`src/dcc_pkg.sv`:
```
`timescale 1ns / 1ps

package dcc_pkg;

  localparam int DEF_MAX_NODES = 64;
  localparam int DEF_MAX_EDGES = 256;

  localparam int OP_W    = 2;
  localparam int NODE_W  = 6;
  localparam int RAW_W   = 21;
  localparam int CNT_W   = 9;
  localparam int NC_W    = 7;
  localparam int ERR_W   = 2;
  localparam int VAL_W   = 32;
  localparam int STR_W   = 16;

  localparam logic [OP_W-1:0] OP_CLEAR = 2'd0;
  localparam logic [OP_W-1:0] OP_PUSH  = 2'd1;
  localparam logic [OP_W-1:0] OP_POP   = 2'd2;
  localparam logic [OP_W-1:0] OP_CHECK = 2'd3;

  localparam logic [ERR_W-1:0] ERR_OK    = 2'd0;
  localparam logic [ERR_W-1:0] ERR_FULL  = 2'd1;
  localparam logic [ERR_W-1:0] ERR_EMPTY = 2'd2;
  localparam logic [ERR_W-1:0] ERR_EDGE  = 2'd3;

  typedef struct packed {
    logic latch;
    logic clr_start;
    logic clr_step;
    logic push;
    logic pop;
    logic chk_start;
    logic edge_rd;
    logic dist_rd;
    logic sum;
    logic cmp;
    logic pass_new;
    logic verify_new;
    logic chk_end;
    logic chk_ok;
    logic res_load;
  } dcc_cmd_t;

  typedef struct packed {
    logic [OP_W-1:0] op;
    logic            sweep_last;
    logic            k_end;
    logic            pass_last;
    logic            changed;
    logic            apply;
    logic            lt;
  } dcc_sts_t;

endpackage

```
`src/dcc_ctrl.sv`:
```
`timescale 1ns / 1ps

module dcc_ctrl (
  input  logic              clk,
  input  logic              rst,
  input  logic              req_valid,
  output logic              req_ready,
  output logic              rsp_valid,
  input  logic              rsp_ready,
  input  dcc_pkg::dcc_sts_t sts,
  output dcc_pkg::dcc_cmd_t cmd
);
  import dcc_pkg::*;

  localparam logic [3:0] S_INIT = 4'd0;
  localparam logic [3:0] S_IDLE = 4'd1;
  localparam logic [3:0] S_OP   = 4'd2;
  localparam logic [3:0] S_CLR  = 4'd3;
  localparam logic [3:0] S_EDGE = 4'd4;
  localparam logic [3:0] S_DIST = 4'd5;
  localparam logic [3:0] S_SUM  = 4'd6;
  localparam logic [3:0] S_CMP  = 4'd7;
  localparam logic [3:0] S_DONE = 4'd8;

  logic [3:0] state;
  logic [3:0] state_next;
  logic       out_valid;
  logic       out_valid_next;

  assign req_ready = (state == S_IDLE);
  assign rsp_valid = out_valid;

  always_comb begin
    cmd            = '0;
    state_next     = state;
    out_valid_next = out_valid && !rsp_ready;
    case (state)
      S_INIT: begin
        cmd.clr_step = 1'b1;
        if (sts.sweep_last) begin
          state_next = S_IDLE;
        end
      end
      S_IDLE: begin
        if (req_valid) begin
          cmd.latch  = 1'b1;
          state_next = S_OP;
        end
      end
      S_OP: begin
        case (sts.op)
          OP_CLEAR: begin
            cmd.clr_start = 1'b1;
            state_next    = S_CLR;
          end
          OP_PUSH: begin
            cmd.push   = 1'b1;
            state_next = S_DONE;
          end
          OP_POP: begin
            cmd.pop    = 1'b1;
            state_next = S_DONE;
          end
          OP_CHECK: begin
            cmd.chk_start = 1'b1;
            state_next    = S_EDGE;
          end
          default: begin
            state_next = S_DONE;
          end
        endcase
      end
      S_CLR: begin
        cmd.clr_step = 1'b1;
        if (sts.sweep_last) begin
          state_next = S_DONE;
        end
      end
      S_EDGE: begin
        if (sts.k_end) begin
          if (sts.apply && sts.changed && !sts.pass_last) begin
            cmd.pass_new = 1'b1;
          end else if (sts.apply && sts.changed) begin
            cmd.verify_new = 1'b1;
          end else begin
            cmd.chk_end = 1'b1;
            cmd.chk_ok  = 1'b1;
            state_next  = S_DONE;
          end
        end else begin
          cmd.edge_rd = 1'b1;
          state_next  = S_DIST;
        end
      end
      S_DIST: begin
        cmd.dist_rd = 1'b1;
        state_next  = S_SUM;
      end
      S_SUM: begin
        cmd.sum    = 1'b1;
        state_next = S_CMP;
      end
      S_CMP: begin
        cmd.cmp = 1'b1;
        if (!sts.apply && sts.lt) begin
          cmd.chk_end = 1'b1;
          state_next  = S_DONE;
        end else begin
          state_next = S_EDGE;
        end
      end
      S_DONE: begin
        if (!out_valid || rsp_ready) begin
          cmd.res_load   = 1'b1;
          out_valid_next = 1'b1;
          state_next     = S_IDLE;
        end
      end
      default: begin
        state_next = S_IDLE;
      end
    endcase
  end

  always_ff @(posedge clk) begin
    if (rst) begin
      state     <= S_INIT;
      out_valid <= 1'b0;
    end else begin
      state     <= state_next;
      out_valid <= out_valid_next;
    end
  end

endmodule

```
`config.mk`:
```
export PLATFORM = sky130hd
export DESIGN_NAME = dcc_ctrl
export DESIGN_NICKNAME = d
export VERILOG_FILES = /design/src/dcc_pkg.sv /design/src/dcc_ctrl.sv
export SDC_FILE = /design/constraint.sdc
export NUM_CORES = 1
export LEC_CHECK = 0
export BUFFER_PORTS_ARGS = -buffer_cell sky130_fd_sc_hd__buf_2
export CAP_MARGIN = 20
export CORE_MARGIN = 2
export CORE_UTILIZATION = 40
export CTS_CLUSTER_DIAMETER = 60
export DETAILED_ROUTE_END_ITERATION = 10
export GPL_ROUTABILITY_DRIVEN = 0
export GPL_TIMING_DRIVEN = 0
export PLACE_DENSITY = 0.73
export SYNTH_ARGS = -nofsm -noshare
export SYNTH_HDL_FRONTEND = slang
export SYNTH_SLANG_ARGS = --single-unit
```
`constraint.sdc`:
```
create_clock -name clk -period 1.4 [get_ports clk]
set_input_delay 0.07 -clock clk [delete_from_list [all_inputs] [get_ports clk]]
set_output_delay 0.07 -clock clk [all_outputs]
set_load 0.1 [all_outputs]
```
==> results of run 1 <==
-- through the flow --
stage / hold WS, ps / setup slack, ps / util (%)
CTS: 39.4 / -338 / 92.3
detailed placement: 285 / -486 / 58.1
floorplan: 125 / -746 / -
global placement: 285 / -446 / 58.1
-- what timing repair did --
| action | 4_1_cts |
|---|---|
| hold buffers | 0 |
| hold endpoints to repair | 0 |
| resized for setup | 87 |
| buffers inserted | 16 |
| endpoints found under the setup margin | 20 |
| pin swaps | 10 |
-- kinds of logic after synthesis --
family	Yosys count	synth area share (%)
XOR/XNOR	1	1.45
AND/OR/NAND/NOR	38	41.6
AO/OA/AOI/OAI	16	20.1
flip-flops	5	16.6
buffers and inverters	10	7.87
adder cells (fa/ha/maj)	6	12.4
-- Yosys cell counts, types with 2 or more instances --
| library cell | n | area share [%] |
|---|---|---|
| nand2_1 | 3 | 1.9 |
| and2_1 | 6 | 6.2 |
| nor3_1 | 3 | 2.5 |
| a31oi_1 | 4 | 4.1 |
| nand4_1 | 2 | 2.1 |
| inv_1 | 6 | 3.7 |
| o21bai_1 | 2 | 2.5 |
| nor2b_1 | 4 | 4.1 |
| dfxtp_1 | 5 | 17 |
| nor2_1 | 4 | 2.5 |
| buf_2 | 2 | 1.7 |
| nor4_1 | 2 | 2.1 |
| nor4b_2 | 3 | 7.5 |
| nand3_1 | 3 | 2.5 |
| ha_1 | 6 | 12 |
==> impl_metrics.env, run 1 <==
export IMPL_post_synth_edffs=0
export IMPL_net_count_after_synthesis=94
export IMPL_io_buffers=28
export IMPL_yosysSeqAreaShare_pct=16.6
export IMPL_floorplan_io_pins=29
export IMPL_die_width_um=42.9
export IMPL_syn_area_per_cell_um2=7.95
export IMPL_numClockSinks=5
export IMPL_cts_root_buf="clkbuf_4"
export IMPL_worst_endpoint="cmd[2]"
export IMPL_numPlacedInstances=120
export IMPL_status="aborted with a tool error"
export IMPL_postPlaceCellArea_um2=845
export IMPL_synth_area_um2=604
export IMPL_count_of_state_elements_after_synthesis=5
export IMPL_ys_async_sr_fraction_pct=0
export IMPL_start_util_pct=41.6
export IMPL_num_rows=14
export IMPL_clock_tree_buffer_depth=2
export IMPL_stop_stage="global routing (5_1_grt)"
export IMPL_htreeDepth=1
export IMPL_grt_start_max_net_pins=11
export IMPL_worst_ep_kind="primary output"
export IMPL_dp_final_hpwl_mm=1.20
export IMPL_dieHeight_um=42.9
export IMPL_cts_buffers=3
export IMPL_netlist_instances=76
export IMPL_error_message="[ERROR DPL-0038] Utilization greater than 100%, impossible to legalize"
export IMPL_synthFlopType="dfxtp_1"
export IMPL_yosys_warnings=0
export IMPL_ys_types=36
==> run 2, diff against run 1 <==
CORE_AREA = 2 2 63 65   (was not set)
CORE_MARGIN = not set   (was 2)
CORE_UTILIZATION = not set   (was 40)
CTS_CLUSTER_DIAMETER = not set   (was 60)
DIE_AREA = 0 0 65 67   (was not set)
PLACE_DENSITY = not set   (was 0.73)
PLACE_DENSITY_LB_ADDON = 0.15   (was not set)
clock period = 1.8 ns   (was 1.4 ns; I/O delays follow)
==> run 2 against run 1 <==
The flow now finishes without violations. Synthesized cell count stayed put. Area after synthesis stayed put.
==> impl_metrics.env, run 2 <==
export IMPL_status="completed"
export IMPL_grt_first_pass_wirelength_mm=2.93
export IMPL_cts_root_buf="clkbuf_8"
export IMPL_cts_hold_buffers=0
export IMPL_clk_insertion_delay_late_ps=220
export IMPL_critPathBufInv=1
export IMPL_start_util_pct=16.8
export IMPL_path_delay_family="simple AND/OR/NAND/NOR gates"
export IMPL_nets=129
export IMPL_delay_of_the_slowest_critical_path_stage_ps=390
export IMPL_worstHoldPathType="input pin to register"
export IMPL_static_leakage_nw=0.450
export IMPL_synthFlopType="dfxtp_1"
export IMPL_path_class="register to output port"
export IMPL_synthDominantCellAreaShare_pct=16.6
export IMPL_grtUsageMet3_pct=0.507
export IMPL_worst_hold_path_num_cells=2
export IMPL_num_antenna_cells=0
export IMPL_rr_startpoint="state[1]$_SDFFE_PP0P_"
export IMPL_dp_final_hpwl_mm=1.46
export IMPL_floorplan_die_area_mm2=0.00436
export IMPL_post_synth_edffs=0
export IMPL_tritoncts_clock_tree="built"
export IMPL_commonest_non_fill_non_tap_cells_in_the_layout="buf_2 (15), buf_4 (9), inv_1 (6), ha_1 (6), buf_6 (5)"
export IMPL_max_slew_worst_pin_slew_ps=565
export IMPL_synthDominantAreaCellType="dfxtp_1"
export IMPL_worstReg2RegEnd="state[3]$_SDFFE_PP0P_"
export IMPL_max_cap_violations=0
export IMPL_area_delta_synth_final_pct=71.8
export IMPL_floorplan_core_area_mm2=0.00361
export IMPL_largest_register="state"
export IMPL_dieHeight_um=67
export IMPL_crit_chain="nor4b_4, and4_4, and2_2, buf_12"
export IMPL_cts_buffers=3
export IMPL_met2_track_demand_over_resource_in_global_routing_pct=14.4
export IMPL_max_freq_mhz=586
export IMPL_ys_async_sr_fraction_pct=0
export IMPL_finalHoldViolCount=0
export IMPL_hp_start="rst"
export IMPL_layout_cells_most_common="buf_2"
export IMPL_num_rows=22
export IMPL_clkSlewWorstSetupHoldPaths_ps=30
export IMPL_synth_area_um2=604
export IMPL_postPlaceCellArea_um2=858
export IMPL_period_minus_slack_ps=1710
export IMPL_postLayoutCellArea_mm2=0.00104
export IMPL_remaining_antenna_violation_count_after_routing=0
export IMPL_ys_types=36
export IMPL_drt_first_iter_violations=6
export IMPL_min_period_over_period_pct=94.9
export IMPL_setup_reg_to_reg_worst_slack_ps=170
export IMPL_largest_register_ff_count=4
export IMPL_htreeDepth=1
export IMPL_grt_start_max_net_pins=11
export IMPL_vias=677
export IMPL_timing_critical_path_required_ps=1710
export IMPL_finalWirelength_mm=1.78
export IMPL_totalPowerFinal_mw=1.25
export IMPL_grt_pass1_vias=654
export IMPL_timing_final_setup_violations=0
export IMPL_count_of_state_elements_after_synthesis=5
export IMPL_p_per_area_mw_per_mm2=1210
export IMPL_syn_area_per_cell_um2=7.95
export IMPL_reg2reg_depth=5
export IMPL_busiest_layer="met2"
export IMPL_yosys_warnings=0
export IMPL_slew_headroom_pct=62.0
export IMPL_routed_wire_length_per_instance_um=11.3
export IMPL_floorplan_io_pins=29
export IMPL_netlist_instances=76
export IMPL_drc=0
export IMPL_yosysSeqAreaShare_pct=16.6
export IMPL_critical_path_startpoint_type="register"
export IMPL_io_buffers=28
export IMPL_worstPathArrival_ps=1620
export IMPL_grt_ovfl_total=0
export IMPL_groute_usage_overall_pct=8.72
export IMPL_clock_tree_buffer_depth=2
export IMPL_vdd_ir_drop_max_uv=325
export IMPL_post_synth_most_frequent_cells="and2_1 (6), ha_1 (6), inv_1 (6)"
export IMPL_drt_pass1_iter_count=4
export IMPL_die_width_um=65
export IMPL_numClockSinks=5
export IMPL_drive_gt1_share_pct=53.6
export IMPL_setup_repair_after_global_routing_missed_its_margin="false"
export IMPL_critPathSlowestCell="dfxtp_4"
export IMPL_post_drt_via_cell_ratio=4.28
export IMPL_grt_antenna_before_repair=0
export IMPL_endpoint_kind="output port"
export IMPL_synthTopCellsByArea="dfxtp_1 (17%), ha_1 (12%), nor4b_2 (7.5%)"
export IMPL_final_max_slew_violation_count=0
export IMPL_clock_skew_ps=0.702
export IMPL_path_max_fanout=11
export IMPL_use_met1_pct=11.0
export IMPL_net_count_after_synthesis=94
export IMPL_hold_path_end="state[3]$_SDFFE_PP0P_"
[run 2: per-layer routing]
metal	vias to the layer above	share of wire [%]
met5	-	0
met4	0	2.4
met3	4	4.3
met2	16	48
met1	306	45
li1	351	-
[run 2: logic make-up (layout without fill, tap and decap cells)]
| group | count (synthesis) | count (layout) | share of synthesized area (%) |
|---|---|---|---|
| and+or+nand+nor | 38 | 38 | 41.6 |
| AOI/OAI and AO/OA | 16 | 16 | 20.1 |
| buffers and inverters | 10 | 44 | 7.87 |
| adders and majority gates | 6 | 6 | 12.4 |
| DFF | 5 | 5 | 16.6 |
| xor gates and xnor gates | 1 | 1 | 1.45 |
[run 2: power by group]
part,leakage (nW),internal [mW],switching (mW)
Combinational,0.385,0.226,0.613
Clock,0.0228,0.152,0.0538
Sequential,0.0427,0.146,0.0642
[run 2: final cells by class]
class	count	area [µm²]
sequential	5	108
tap	48	60.1
multi-input combinational	61	538
clock buffer	4	45.0
buffer	3	22.5
timing repair buffer	31	243
fill	393	2570
inverter	6	22.5
[run 2: how the worst max path moves through the flow]
stage	start	to	slack, ps	depth (start not counted)
4_1_cts	state[1]$_SDFFE_PP0P_	cmd[3]	-30	5
5_1_grt	state[3]$_SDFFE_PP0P_	cmd[2]	3	5
3_5_place_dp	state[1]$_SDFFE_PP0P_	cmd[4]	-120	5
3_3_place_gp	state[1]$_SDFFE_PP0P_	cmd[4]	-80	5
6_report	state[1]$_SDFFE_PP0P_	cmd[3]	90	4
2_1_floorplan	state[3]$_SDFFE_PP0P_	state[0]$_SDFFE_PP0P_	-350	4
[run 2: through the flow]
step	instances	setup WS [ps]	utilization [%]	hold slack, ps	TNS [ps]
floorplan	76	-346	-	145	-1940
global placement	152	-84.3	23.8	318	-231
detailed placement	152	-118	23.8	323	-439
CTS	157	-30.7	28.1	91.0	-30.7
global route	158	3.27	28.8	98.4	0
finish	158	92.4	28.8	88.8	0
[run 2: repair_timing]
| action | in CTS | in global routing |
|---|---|---|
| buffers inserted | 1 | 2 |
| setup endpoints to repair | 13 | 12 |
| pin swaps | 1 | 4 |
| resized for setup | 30 | 4 |
(Power assumes the default switching activity.)
